**src/hw/rtl/vsa_pkg.sv**
```systemverilog
package vsa_pkg;

	localparam int COMPONENT_WIDTH = 16;
	localparam int ANGLE_WIDTH     = 16;
	localparam int CORDIC_STAGES   = 16;

	localparam int TRIG_FRAC = 30;
	localparam int TRIG_W    = 34;
	localparam int ZW        = 33;
	localparam int PQ_W      = COMPONENT_WIDTH + 2;
	localparam int PROD1_W   = COMPONENT_WIDTH + TRIG_W;
	localparam int PROD2_W   = PQ_W + TRIG_W;
	localparam int ATAN_ENTRIES = 24;

	localparam int LATENCY = CORDIC_STAGES + 6;

	localparam logic signed [TRIG_W-1:0] CORDIC_GAIN_INV = TRIG_W'(652032874);

	localparam logic [31:0] ATAN_TURNS [ATAN_ENTRIES] = '{
		32'd536870912, 32'd316933406, 32'd167458907, 32'd85004756,
		32'd42667331,  32'd21354465,  32'd10679838,  32'd5340245,
		32'd2670163,   32'd1335087,   32'd667544,    32'd333772,
		32'd166886,    32'd83443,     32'd41722,     32'd20861,
		32'd10430,     32'd5215,      32'd2608,      32'd1304,
		32'd652,       32'd326,       32'd163,       32'd81
	};

	typedef struct packed {
		logic signed [COMPONENT_WIDTH-1:0] vec_x;
		logic signed [COMPONENT_WIDTH-1:0] vec_y;
		logic [ANGLE_WIDTH-1:0]            split_angle;
	} operand_t;

	typedef struct packed {
		logic signed [COMPONENT_WIDTH-1:0] along_x;
		logic signed [COMPONENT_WIDTH-1:0] along_y;
		logic signed [COMPONENT_WIDTH-1:0] across_x;
		logic signed [COMPONENT_WIDTH-1:0] across_y;
	} result_t;

	typedef struct packed {
		logic signed [COMPONENT_WIDTH-1:0] vec_x;
		logic signed [COMPONENT_WIDTH-1:0] vec_y;
	} vec_t;

	typedef struct packed {
		logic signed [TRIG_W-1:0] c;
		logic signed [TRIG_W-1:0] s;
	} trig_t;

	typedef struct packed {
		logic signed [PQ_W-1:0] p;
		logic signed [PQ_W-1:0] q;
	} proj_t;

endpackage

```
**src/hw/rtl/vsa_cordic.sv**
```systemverilog
module vsa_cordic (
	input  logic            clk,
	input  logic            arst_n,
	input  logic            valid,
	input  vsa_pkg::operand_t operand,
	output logic            trig_valid,
	output vsa_pkg::trig_t  trig,
	output vsa_pkg::vec_t   vec
);

	localparam int N = vsa_pkg::CORDIC_STAGES;
	localparam int TW = vsa_pkg::TRIG_W;
	localparam int ZW = vsa_pkg::ZW;

	logic signed [TW-1:0] x_s [0:N];
	logic signed [TW-1:0] y_s [0:N];
	logic signed [ZW-1:0] z_s [0:N-1];
	logic                 flip_s [0:N];
	vsa_pkg::vec_t        vec_s [0:N];
	logic                 valid_s [0:N];

	logic [31:0] turn;
	logic        flip;

	vsa_pkg::trig_t trig_sn;
	vsa_pkg::vec_t  vec_sn;
	logic           valid_sn;

	// quadrant fold to [-90, 90) degrees
	assign turn = {operand.split_angle, {(32 - vsa_pkg::ANGLE_WIDTH){1'b0}}};
	assign flip = turn[31] ^ turn[30];

	always_ff @(posedge clk) begin
		x_s[0]    <= vsa_pkg::CORDIC_GAIN_INV;
		y_s[0]    <= '0;
		z_s[0]    <= ZW'($signed({turn[31] ^ flip, turn[30:0]}));
		flip_s[0] <= flip;
		vec_s[0]  <= '{vec_x: operand.vec_x, vec_y: operand.vec_y};
	end

	always_ff @(posedge clk or negedge arst_n) begin
		if (!arst_n) begin
			valid_s[0] <= 1'b0;
		end else begin
			valid_s[0] <= valid;
		end
	end

	for (genvar k = 0; k < N; k++) begin : g_iter
		logic signed [TW-1:0] dx;
		logic signed [TW-1:0] dy;
		logic                 neg;

		assign dx  = x_s[k] >>> k;
		assign dy  = y_s[k] >>> k;
		assign neg = z_s[k][ZW-1];

		always_ff @(posedge clk) begin
			x_s[k+1]    <= neg ? x_s[k] + dy : x_s[k] - dy;
			y_s[k+1]    <= neg ? y_s[k] - dx : y_s[k] + dx;
			flip_s[k+1] <= flip_s[k];
			vec_s[k+1]  <= vec_s[k];
		end

		if (k < N - 1) begin : g_z
			logic signed [ZW-1:0] step;

			assign step = $signed(ZW'(vsa_pkg::ATAN_TURNS[k]));

			always_ff @(posedge clk) begin
				z_s[k+1] <= neg ? z_s[k] + step : z_s[k] - step;
			end
		end

		always_ff @(posedge clk or negedge arst_n) begin
			if (!arst_n) begin
				valid_s[k+1] <= 1'b0;
			end else begin
				valid_s[k+1] <= valid_s[k];
			end
		end
	end

	// undo the quadrant fold
	always_ff @(posedge clk) begin
		trig_sn.c <= flip_s[N] ? -x_s[N] : x_s[N];
		trig_sn.s <= flip_s[N] ? -y_s[N] : y_s[N];
		vec_sn    <= vec_s[N];
	end

	always_ff @(posedge clk or negedge arst_n) begin
		if (!arst_n) begin
			valid_sn <= 1'b0;
		end else begin
			valid_sn <= valid_s[N];
		end
	end

	assign trig_valid = valid_sn;
	assign trig       = trig_sn;
	assign vec        = vec_sn;

endmodule

```
**config.mk**
```make
export PLATFORM = sky130hd
export DESIGN_NAME = vsa_cordic
export DESIGN_NICKNAME = d
export VERILOG_FILES = /design/src/hw/rtl/vsa_pkg.sv /design/src/hw/rtl/vsa_cordic.sv
export SDC_FILE = /design/constraint.sdc
export NUM_CORES = 2
export LEC_CHECK = 0
export BUFFER_PORTS_ARGS = -buffer_cell sky130_fd_sc_hd__buf_2
export CORE_MARGIN = 4
export CORE_UTILIZATION = 35
export DETAILED_ROUTE_END_ITERATION = 12
export PLACE_DENSITY = 0.61
export SLEW_MARGIN = 20
export SYNTH_ARGS = -nofsm -noshare
export SYNTH_HDL_FRONTEND = slang
export SYNTH_SLANG_ARGS = --single-unit
```
**constraint.sdc**
```tcl
create_clock -name clk -period 4.6 [get_ports clk]
set_input_delay 0.23 -clock clk [delete_from_list [all_inputs] [get_ports clk]]
set_output_delay 0.23 -clock clk [all_outputs]
set_load 0.02 [all_outputs]
```
* Yosys cells after proc, flatten, opt, wreduce, memory -nomap -nowiden
Memory sizes are Yosys's and may differ from the RTL's. A register that Yosys moved wholly into a read port is not among the register bits.
Index checks and enable logic that the tools add are counted.
** Operators by class
- $add $sub $neg :: 95
- Multipliers :: 0
- Div/mod/pow operators :: 0
- $lt $le $gt $ge :: 0
- Eq/ne operators :: 0
- Shifts and indexed selects :: 0
- Muxes and demuxes :: 49
- Bitwise operators :: 2
- Reduce and logical (&&, ||, !) cells :: 0
** Operators with widths (number)
- 2-to-1 mux 34 bit :: 34
- 2-to-1 mux 33 bit :: 15
- adder 34 x 19 -> 34 bit :: 2
- adder 34 x 20 -> 34 bit :: 2
- adder 34 x 21 -> 34 bit :: 2
- adder 34 x 22 -> 34 bit :: 2
- adder 34 x 23 -> 34 bit :: 2
- adder 34 x 24 -> 34 bit :: 2
- adder 34 x 25 -> 34 bit :: 2
- adder 34 x 26 -> 34 bit :: 2
- adder 34 x 27 -> 34 bit :: 2
- adder 34 x 28 -> 34 bit :: 2
- adder 34 x 29 -> 34 bit :: 2
- adder 34 x 30 -> 34 bit :: 2
- adder 34 x 31 -> 34 bit :: 2
- adder 34 x 32 -> 34 bit :: 2
- adder 34 x 33 -> 34 bit :: 2
- negation 34 bit :: 2
- subtractor 34 x 19 -> 34 bit :: 2
- subtractor 34 x 20 -> 34 bit :: 2
- subtractor 34 x 21 -> 34 bit :: 2
- subtractor 34 x 22 -> 34 bit :: 2
- subtractor 34 x 23 -> 34 bit :: 2
- subtractor 34 x 24 -> 34 bit :: 2
- other kinds (42) :: 53
** Word-level totals
- Flip-flop bits (word level) :: 86
- Latch bits :: 0
- Memory bits (writable) :: 2245
- Bits in read-only memories :: 0
- Input port bits :: 51
- Output and inout bits :: 101
- Logic and storage cells :: 171
- Memories kept :: 5
** Memories
- x_s :: words 17, width 34, rd ports 17, clocked after Yosys merged registers in 0, wr ports 17, RTL line vsa_cordic.sv:15 : logic signed [TW-1:0] x_s [0:N];
- y_s :: words 17, width 34, rd ports 17, clocked after Yosys merged registers in 0, wr ports 17, RTL line vsa_cordic.sv:16 : logic signed [TW-1:0] y_s [0:N];
- vec_s :: words 17, width 32, rd ports 17, clocked after Yosys merged registers in 1, wr ports 17, RTL line vsa_cordic.sv:19 : vsa_pkg::vec_t vec_s [0:N];
- z_s :: words 16, width 33, rd ports 16, clocked after Yosys merged registers in 0, wr ports 16, RTL line vsa_cordic.sv:17 : logic signed [ZW-1:0] z_s [0:N-1];
- flip_s :: words 17, width 1, rd ports 17, clocked after Yosys merged registers in 0, wr ports 17, RTL line vsa_cordic.sv:18 : logic flip_s [0:N];

* Longest topological paths before layout
An unclocked memory read counts as a cell.
- Depth in word-level cells :: 3
- Mapped depth :: 22
- Depth with buffers taken out :: 22

* Worst setup path after synthesis
Ideal clock, no wire load.
- Path kind :: register to register
- From :: memory y_s[5][5] in the netlist's numbering
- To :: memory x_s[6][33] in the netlist's numbering
- Library setup time :: 0.120 ns
- Data arrival time :: 4.603 ns
- Required time :: 4.480 ns
- Setup slack :: -0.123 ns
- Cell stages (with the launch flop) :: 23
- Buffers on the path :: 0
- Clock period less this slack :: 4.723 ns
- Cells stage by stage :: dfxtp_1 -> inv_1 -> ha_1 -> nand2b_1 -> or4_1 -> or2_2 -> nor3_1 -> nand2_1 -> nor4_1 -> nor2_1 -> xnor2_1 -> ha_1 -> a21o_1 -> a21o_1 -> a21o_1 -> a21o_1 -> a21o_1 -> a221oi_1 -> o211ai_1 -> a31oi_1 -> o21ai_0 -> a21oi_1 -> xnor2_1
** RTL lines (RTL line)
- start: declaration :: vsa_cordic.sv:16
- end: declaration :: vsa_cordic.sv:15

==> metrics.md <==
| Metric | Value |
|---|---|
| Count of unresolved DRC violations after routing | 0 |
| Run status | finished with violations |
| Count of nets after finishing | 15600 |
| Launch instance of the worst register-to-register path | y_s[4][9] |
| Pre-antenna DRT Iters | 6 |
| Number of clock buffers inserted by TritonCTS | 224 |
| Cell area after technology mapping | 121000 um^2 |
| Top Ports | 152 |
| Cell with the most instances after synthesis | dfxtp_1 |
| Ys async rst share | 0.853% |
| Post-DR wirelength/cell | 15.9 um |
| Share of post-route cells with drive strength above 1 | 9.38% |
| Vias in the first global route | 91600 |
| Worst Path Max Fanout | 4 |
| Initial DRC Count | 5511 |
| Max-capacitance violation count | 0 |
| Number of library cell types mapped by synthesis | 94 |
| Worst path setup slack after routing | -0.0971 ns |
| Insertion delay to the later sink of the worst-skew pair | 0.91 ns |
| Largest clock skew in the final design | 0.0735 ns |
| Share of Yosys cell area claimed by the top area cell type | 34.5% |
| Die extent in x | 596 um |
| Launch point of the critical path | y_s[4][9] |
| Largest net degree at the start of global routing | 68 |
| Cell taking the most area after synthesis | dfxtp_1 |
| Gp weighted congestion | 0.905 |
| Post-detailed-placement half-perimeter wirelength | 240 mm |
| Gr usage total | 16.2% |
| Gate count of the mapped netlist | 13400 |
| First-pass GRT wire length | 479 mm |
| Upper clock frequency limit | 213 MHz |
| Total of warnings raised by yosys | 0 |
| Root buffer selected by CTS | clkbuf_16 |
| Top cells by area, synth | dfxtp_1 35%, ha_1 14%, xnor2_1 8.7%, a21oi_1 5.6%, xor2_1 4.6% |
| Worst Reg-to-Reg Cells | 19 |
| Total global routing overflow | 0 |
| Effective utilization at floorplan | 35.2% |
| Antenna-violating nets left | 0 |
| Critical path start-end classification | flop to flop |
| Max Root-Sink Buffers | 4 |
| Final Hold Fails | 0 |
| Core Rows | 215 |
| Setup TNS | -0.112 ns |
| Post-synthesis average cell area | 9.04 um^2 |
| Core area | 344000 um^2 |
| Req. time, crit path | 5.37 ns |
| Reg-to-reg critical path endpoint | x_s[5][33] |
| Y dimension of the die | 596 um |
| Violated checks | setup timing |
| Filler cells | 34100 |
| Setup crit start kind | flop |
| Floorplan die area | 356000 um^2 |
| Worst slew margin relative to its limit | 34.1% |
| Layout overhead on the synthesized area | 15.7% |
| Most common flop cell mapped by yosys | dfxtp_1 |
| Worst Hold Class | input pin to flop |
| Setup-failing EPs final | 3 |
| Worst Setup End Kind | flop |
| Shortest clock period the worst path allows after layout | 4.70 ns |
| Final period utilization | 102% |
| CTS H-tree depth | 4 |
| Setup slack of the most critical reg-to-reg path | -0.1 ns |
| Antenna violations before repair | 8 |
| Via count of the routed design | 95700 |
| Post-synthesis net count | 14900 |
| DR vias/cell | 5.07 |
| Top cell types by occurrence after synthesis | 2091 x dfxtp_1, 1365 x ha_1, 1355 x a21oi_1, 1202 x xnor2_1, 1138 x nor2_1 |
| Transition time of the tightest slew-check pin | 0.989 ns |
| Number of enable-type register cells in the synthesized netlist | 0 |
| Arrival time at the worst endpoint | 5.47 ns |
| CTS Sinks | 2109 |
| CTS tree | yes |
| Port Buf Inserts | 151 |
| Unrepaired setup endpoints after global routing | true |
| Number of storage elements in the synthesis netlist | 2109 |
| Number of max-slew violations in the final report | 0 |
| Reg clk slew, reported paths | 0.06 ns |
| CP endpoint | x_s[5][33] |
| Seq/Total Area, Yosys | 34.9% |
| Drt total wl | 301 mm |
==> placed cells by master, fill, tap and decap left out, drive strengths merged, types with 65 or more instances in the layout <==
cell         count
dfxtp         2091
ha            1365
a21oi         1355
xnor2         1202
nor2          1138
a21o           720
xor2           635
buf            634
nand2          612
o21ai          574
inv            558
nor3           332
clkbuf         303
nand3          234
nand2b         189
nor2b          183
o21a           182
o21bai         147
a31oi          143
a211oi         115
and3           111
nor4            97
dlygate4sd3     90
and2            73
mux2i           70
or3             65
o31ai           65
==> layer usage <==
layer  vias up  GRT usage, %  wire length, um  share of wire, %
met4         0          4.52             8540               2.8
li1      49400             -                -                 -
met5         -             0                0                 0
met1     44200          20.3           135000                45
met2      1594          28.9           146000                48
met3       464          2.09            11700               3.9
==> kinds of logic (layout without fill, tap and decap cells) <==
logic type | Yosys count | after routing | share of synthesized area [%]
AOI/OAI and AO/OA | 3815 | 3815 | 20.1
xor gates and xnor gates | 1837 | 1837 | 13.3
adders and majority gates | 1407 | 1407 | 14.8
buffers and inverters | 756 | 1686 | 2.34
DFF | 2109 | 2109 | 34.9
muxes | 129 | 129 | 1.13
other | 0 | 4 | 0
and+or+nand+nor | 3352 | 3352 | 13.5
==> state kept, by name, summed over array words and instances (netlist names) <==
register    flops
flip_s         17
trig           68
trig_valid      1
valid_s        17
vec            32
vec_s         544
x_s           484
y_s           511
z_s           435
==> worst min path at each step <==
stage	from	endpoint	slack, ns	cells past startpoint
2_1_floorplan	arst_n	trig_valid	-0.07	0
3_3_place_gp	arst_n	valid_s[2]	0.17	1
3_5_place_dp	arst_n	valid_s[1]	0.18	1
4_1_cts	operand[4]	z_s[0][20]	0.003	2
5_1_grt	operand[6]	z_s[0][22]	0.005	2
6_report	operand[6]	z_s[0][22]	0.07	2
==> timing repair <==
action                                  4_1_cts  5_1_grt
buffers inserted                             11       16
hold buffers                                 89        1
endpoints found under the setup margin        9      107
gates resized for setup                      16      165
endpoints found under the hold margin        68        1
pin swaps                                     5       68
==> final cells by class <==
class                      count  area, um^2  area share [%]
inverter                     547        2050            1.46
multi-input combinational  10500       76800            54.8
antenna                        4        10.0         0.00714
timing repair buffer         724        5390            3.85
clock inverter               112        1470            1.05
tap                         4557        5700            4.07
sequential                  2109       42300            30.2
clock buffer                 303        6370            4.55
==> stage by stage <==
stage	utilization, %	std cells	instance area [um^2]	worst slack (ns)	hold WS [ns]
global placement	37.9	18400	130000	-0.266	0.166
CTS	40.5	18900	139000	0.0200	0.00342
floorplan	-	13400	121000	0.0478	-0.0656
global route	40.8	18900	140000	-0.291	0.00456
finish	40.8	18900	140000	-0.0971	0.0741
detailed placement	37.9	18400	130000	-0.133	0.178
==> worst max-delay path: stages (launching register included) <==
cell and delay (ns):
dfxtp_2 0.31, or4_4 0.55, nor3_4 0.19, nand2_2 0.12, nor4_4 0.18, nand2_2 0.16
o41ai_4 0.27, xnor2_1 0.17, ha_1 0.27, a21o_1 0.18, a21o_1 0.17, a21o_1 0.18
a21o_1 0.17, a21o_1 0.17, a221o_1 0.36, or4_1 0.49, a31o_4 0.28, a21oi_2 0.14
o21bai_1 0.08, xnor2_1 0.13
Power is not shown: default switching activity piles up to over one toggle a cycle in this logic, so the estimate is an artifact.
